### src/design/grid_occupancy_test_and_set_macros.svh
// Assertion macros for the grid occupancy test-and-set block.
`ifndef GRID_OCCUPANCY_TEST_AND_SET_MACROS_SVH
`define GRID_OCCUPANCY_TEST_AND_SET_MACROS_SVH
`ifndef SYNTHESIS
`define GOT_ASSERT(lbl, prop) \
  lbl: assert property (@(posedge clk_i) disable iff (!rst_ni) prop) \
    else $error("grid occupancy assertion failed");
`define GOT_ASSERT_NEXT(lbl, ante, cons) \
  lbl: assert property (@(posedge clk_i) disable iff (!rst_ni) (ante) |=> (cons)) \
    else $error("grid occupancy assertion failed");
`else
`define GOT_ASSERT(lbl, prop)
`define GOT_ASSERT_NEXT(lbl, ante, cons)
`endif
`endif

### src/design/got_pkg.sv
// Shared types and constants of the grid occupancy test-and-set block.
package got_pkg;

  localparam int unsigned GRID_CELLS_DEF = 32;
  localparam int unsigned COORD_W        = 32;
  localparam int unsigned SCALE_W        = 31;
  localparam int unsigned CELL_W         = 5;
  localparam int unsigned REG_IDX_W      = 3;

  localparam logic [SCALE_W-1:0] SCALE_RST = SCALE_W'(65536);
  localparam logic [CELL_W-1:0]  CLAMP_LOW_RST  = '0;
  localparam logic [CELL_W-1:0]  CLAMP_HIGH_RST = '1;

  typedef enum logic [REG_IDX_W-1:0] {
    REG_ORIGIN_X,
    REG_ORIGIN_Y,
    REG_ORIGIN_Z,
    REG_SCALE_X,
    REG_SCALE_Y,
    REG_SCALE_Z,
    REG_CLAMP_LOW,
    REG_CLAMP_HIGH
  } reg_idx_e;

  // Clamped cell span of one point.
  typedef struct packed {
    logic [CELL_W-1:0] xmn;
    logic [CELL_W-1:0] xmx;
    logic [CELL_W-1:0] ymn;
    logic [CELL_W-1:0] ymx;
    logic [CELL_W-1:0] zmn;
    logic [CELL_W-1:0] zmx;
  } span_t;

  // Status of the cell walker.
  typedef struct packed {
    logic idle;
    logic done;
    logic hit;
  } walk_st_t;

endpackage

### src/design/got_span.sv
// Cell span unit: per-axis (point - origin) * scale, floor/ceil and clamp.
module got_span (
  input  logic                                  clk_i,
  input  logic                                  rst_ni,
  input  logic                                  start_i,
  input  logic signed [got_pkg::COORD_W-1:0]    point_x_i,
  input  logic signed [got_pkg::COORD_W-1:0]    point_y_i,
  input  logic signed [got_pkg::COORD_W-1:0]    point_z_i,
  input  logic signed [got_pkg::COORD_W-1:0]    origin_x_i,
  input  logic signed [got_pkg::COORD_W-1:0]    origin_y_i,
  input  logic signed [got_pkg::COORD_W-1:0]    origin_z_i,
  input  logic        [got_pkg::SCALE_W-1:0]    scale_x_i,
  input  logic        [got_pkg::SCALE_W-1:0]    scale_y_i,
  input  logic        [got_pkg::SCALE_W-1:0]    scale_z_i,
  input  logic        [got_pkg::CELL_W-1:0]     lo_i,
  input  logic        [got_pkg::CELL_W-1:0]     hi_i,
  output logic                                  done_o,
  output got_pkg::span_t                        span_o
);

  typedef enum logic [1:0] {S_IDLE, S_MUL, S_ACC, S_RND} state_e;
  typedef enum logic [1:0] {AXIS_X, AXIS_Y, AXIS_Z} axis_e;

  state_e state_q;
  axis_e  axis_q;
  logic   half_q;
  logic   done_q;

  logic signed [49:0] pp_q, pp_d;
  logic signed [63:0] acc_q, acc_d;
  logic signed [63:0] pp_ext;
  got_pkg::span_t     span_q;

  logic signed [got_pkg::COORD_W-1:0] pt, org;
  logic        [got_pkg::SCALE_W-1:0] scl;
  logic signed [32:0]                 diff;
  logic        [15:0]                 half_scl;
  logic signed [32:0]                 fl, ce;
  logic        [got_pkg::CELL_W-1:0]  fl_c, ce_c;

  function automatic logic [got_pkg::CELL_W-1:0] clamp_cell(
    input logic signed [32:0]           v,
    input logic [got_pkg::CELL_W-1:0]   lo,
    input logic [got_pkg::CELL_W-1:0]   hi
  );
    logic signed [32:0] c;
    logic signed [32:0] lo_s;
    logic signed [32:0] hi_s;
    lo_s = $signed({{(33 - got_pkg::CELL_W){1'b0}}, lo});
    hi_s = $signed({{(33 - got_pkg::CELL_W){1'b0}}, hi});
    c = v;
    if (c < lo_s) c = lo_s;
    if (c > hi_s) c = hi_s;
    return c[got_pkg::CELL_W-1:0];
  endfunction

  always_comb begin
    case (axis_q)
      AXIS_X: begin
        pt = point_x_i; org = origin_x_i; scl = scale_x_i;
      end
      AXIS_Y: begin
        pt = point_y_i; org = origin_y_i; scl = scale_y_i;
      end
      default: begin
        pt = point_z_i; org = origin_z_i; scl = scale_z_i;
      end
    endcase
    diff     = {pt[31], pt} - {org[31], org};
    // scale is split in two halves to keep the multiplier narrow
    half_scl = half_q ? {1'b0, scl[30:16]} : scl[15:0];
    pp_d     = diff * $signed({1'b0, half_scl});
    pp_ext   = {{14{pp_q[49]}}, pp_q};
    acc_d    = half_q ? acc_q + {pp_ext[47:0], 16'b0} : pp_ext;
    fl       = {acc_q[63], acc_q[63:32]};
    ce       = fl + {32'b0, |acc_q[31:0]};
    fl_c     = clamp_cell(fl, lo_i, hi_i);
    ce_c     = clamp_cell(ce, lo_i, hi_i);
  end

  always_ff @(posedge clk_i or negedge rst_ni) begin
    if (!rst_ni) begin
      state_q <= S_IDLE;
      axis_q  <= AXIS_X;
      half_q  <= 1'b0;
      done_q  <= 1'b0;
    end else begin
      done_q <= 1'b0;
      case (state_q)
        S_IDLE: begin
          if (start_i) begin
            state_q <= S_MUL;
            axis_q  <= AXIS_X;
            half_q  <= 1'b0;
          end
        end
        S_MUL: state_q <= S_ACC;
        S_ACC: begin
          if (half_q) begin
            state_q <= S_RND;
          end else begin
            half_q  <= 1'b1;
            state_q <= S_MUL;
          end
        end
        S_RND: begin
          half_q <= 1'b0;
          case (axis_q)
            AXIS_X: begin
              axis_q  <= AXIS_Y;
              state_q <= S_MUL;
            end
            AXIS_Y: begin
              axis_q  <= AXIS_Z;
              state_q <= S_MUL;
            end
            default: begin
              axis_q  <= AXIS_X;
              state_q <= S_IDLE;
              done_q  <= 1'b1;
            end
          endcase
        end
        default: state_q <= S_IDLE;
      endcase
    end
  end

  always_ff @(posedge clk_i) begin
    if (state_q == S_MUL) pp_q <= pp_d;
    if (state_q == S_ACC) acc_q <= acc_d;
    if (state_q == S_RND) begin
      case (axis_q)
        AXIS_X: begin
          span_q.xmn <= fl_c; span_q.xmx <= ce_c;
        end
        AXIS_Y: begin
          span_q.ymn <= fl_c; span_q.ymx <= ce_c;
        end
        default: begin
          span_q.zmn <= fl_c; span_q.zmx <= ce_c;
        end
      endcase
    end
  end

  assign done_o = done_q;
  assign span_o = span_q;

endmodule

### config.mk
export PLATFORM = sky130hd
export DESIGN_NAME = got_span
export DESIGN_NICKNAME = d
export VERILOG_FILES = /design/src/design/grid_occupancy_test_and_set_macros.svh /design/src/design/got_pkg.sv /design/src/design/got_span.sv
export SDC_FILE = /design/constraint.sdc
export NUM_CORES = 2
export LEC_CHECK = 0
export BUFFER_PORTS_ARGS = -buffer_cell sky130_fd_sc_hd__buf_4
export CORE_UTILIZATION = 63
export CTS_CLUSTER_DIAMETER = 50
export DETAILED_ROUTE_END_ITERATION = 10
export PLACE_DENSITY = 0.85
export SLEW_MARGIN = 20
export SYNTH_ARGS = -nofsm -noshare
export SYNTH_HDL_FRONTEND = slang
export SYNTH_SLANG_ARGS = --single-unit
### constraint.sdc
create_clock -name clk_i -period 11.6 [get_ports clk_i]
set_input_delay 3.48 -clock clk_i [delete_from_list [all_inputs] [get_ports clk_i]]
set_output_delay 3.48 -clock clk_i [all_outputs]
set_load 0.02 [all_outputs]
==> qor.csv <==
metric,value,unit
Final Hold Fails,0,
fin crit period,11.55,ns
standard-cell rows,81,
GRT Resource Usage Total,38.0,%
Post-synth EDFFs,144,
antenna violations before repair,0,
Netlist cell types,83,
Tightest Pin Transition,1.00,ns
Yosys reg bits,150,
# setup viols final,0,
Hold WS,0.598,ns
Clock Sinks,150,
largest net degree at the start of global routing,96,
vias in the first global route,29700,
Detail Placement HPWL,77.5,mm
Worst slew margin,33.3,%
core area,49300,sq um
launch point of the worst path,point_y_i[0],
full die area,51200,sq um
setup TNS,0,ns
first-pass GRT wire length,150,mm
FMAX,86.6,MHz
nets@finish,5142,
sequential area share after synthesis,14.1,%
H-tree levels,4,
Starting DRT DRC Count,2851,
HP Class,flip-flop to flip-flop,
PnR worst setup slack,0.0533,ns
"CTS clk-pin slew, worst paths",0.07,ns
Port Buf Inserts,328,
"worst slack, placed",-0.966,ns
Ys Warns,0,
# diodes,0,
status,"finished, final reports clean",
CP max stage delay,0.58,ns
Post-synth ARST share,4.00,%
Worst setup SP type,primary input,
via count,28590,
unrepaired setup endpoints after global routing,true,
Crit. End Element,flip-flop,
number of cells produced by synthesis,3557,
CTS Buf Count,17,
Root Buffer,clkbuf_16,
Worst Path Arrival,11.74,ns
worst skew pair latency,0.44,ns
share of cells above drive strength 1,22.8,%
clk buf depth,2,
DRT antenna net count,0,
CTS tree,done,
Tcrit/Tclk final,99.5,%
Initial Util,64.3,%
Ports,329,
hold path start,pp_q[25],
top_reg_cell synth,edfxtp_1,
clock skew,0.0185,ns
"Req. time, crit path",11.79,ns
Die X,226,um
Routed WL per cell,20.4,um
DRC viols,0,
syn nets,4580,
routed wire length,98.0,mm
"most used cell, CP",buf_4,
post-synthesis cell area,31700,sq um
area grow syn2layout,21.6,%
Avg Inst Size Synth,8.91,sq um
"Max stage delay cell, worst path",fa_1,
Crit Path Max Fanout,5,
DRT Pass-1 Iters,6,
FILL cells,3122,
vias per inst,5.96,
Max-cap violations,0,
GRT overflow,0,
most frequent cells in the layout,"buf_4, inv_1, fa_1",
fin. max-slew vios,0,
worst r2r src,axis_q[0],
die height,226,um
Placer Congestion,0.991,
"commonest non-fill, non-tap cell in the layout",buf_4,
Crit Path Class,primary input to flip-flop,
==> area by class of cell <==
cell class,instances,area [sq um],area share (%)
Clock buffer,17,425,1.10
Clock inverter,15,179,0.464
Inverter,647,2430,6.31
Multi-Input combinational cell,2600,24900,64.5
Sequential cell,150,4480,11.6
Tap cell,664,831,2.16
Timing Repair Buffer,703,5320,13.8
==> state kept, by name (all words and copies together) (netlist names) <==
register / cells
pp_q: 50
half_q: 1
acc_q: 64
span_o: 30
done_o: 1
axis_q: 2
state_q: 2
==> path summary, 6_finish.rpt <==
| kind | to | slack [ns] | cells after the start |
|---|---|---|---|
| max in group asynchronous | axis_q[1] | 8.65 | 1 |
| hold reg to reg | acc_q[25] | 0.60 | 1 |
| setup reg to reg | pp_q[44] | 1.66 | 37 |
| setup / recovery | pp_q[44] | 0.05 | 40 |
| min in group asynchronous | done_o | 2.82 | 1 |
| hold / removal | acc_q[25] | 0.60 | 1 |
==> Yosys cell counts, types with 78 or more instances <==
cell type,instances,share of area (%)
nor2b_1,78,1.5
fa_1,505,32
ha_1,220,8.7
a21oi_1,181,2.9
a21o_1,81,1.9
xnor2_1,94,2.6
clkbuf_1,133,1.6
nor2_1,219,2.6
o21ai_0,114,1.8
nand2_1,436,5.2
edfxtp_1,144,14
mux2i_1,84,2.7
inv_1,647,7.7
==> cells by family after synthesis <==
kind of cell | share of synthesized area (%)
adders and majority gates | 40.6
muxes | 5.83
DFF | 14.1
and+or+nand+nor | 15.2
xor gates and xnor gates | 4.01
AOI/OAI and AO/OA | 10.6
buffers and inverters | 9.60
==> per-layer routing <==
layer / track usage (%) / wire length, um
met2: 63.7 / 47000
met3: 7.89 / 9710
met5: 0 / 0
met4: 18.1 / 5440
met1: 47.0 / 35800
==> metrics by stage <==
step           instance area (sq um)  instances  utilization [%]
2_1_floorplan                  31700       3557                -
3_3_place_gp                   37000       4732             75.2
3_5_place_dp                   37000       4732             75.2
4_1_cts                        37700       4766             76.6
5_1_grt                        38500       4796             78.2
6_report                       38500       4796             78.2
==> what timing repair did <==
action | CTS | global route
endpoints found under the setup margin | 14 | 26
pin swaps | 10 | 48
setup buffers | 2 | 29
gates resized for setup | 24 | 103
hold buffers | 0 | 0
==> worst max-delay path, delay by kind of cell <==
kind                       cells  cell delay (ns)
buffers and inverters         11             1.38
xor gates and xnor gates       2             0.28
AOI/OAI and AO/OA             10             1.57
muxes                          1             0.13
and+or+nand+nor                7             0.95
adders and majority gates      9             3.94
Power is not shown: default switching activity piles up to over one toggle a cycle in this logic, so the estimate is an artifact.
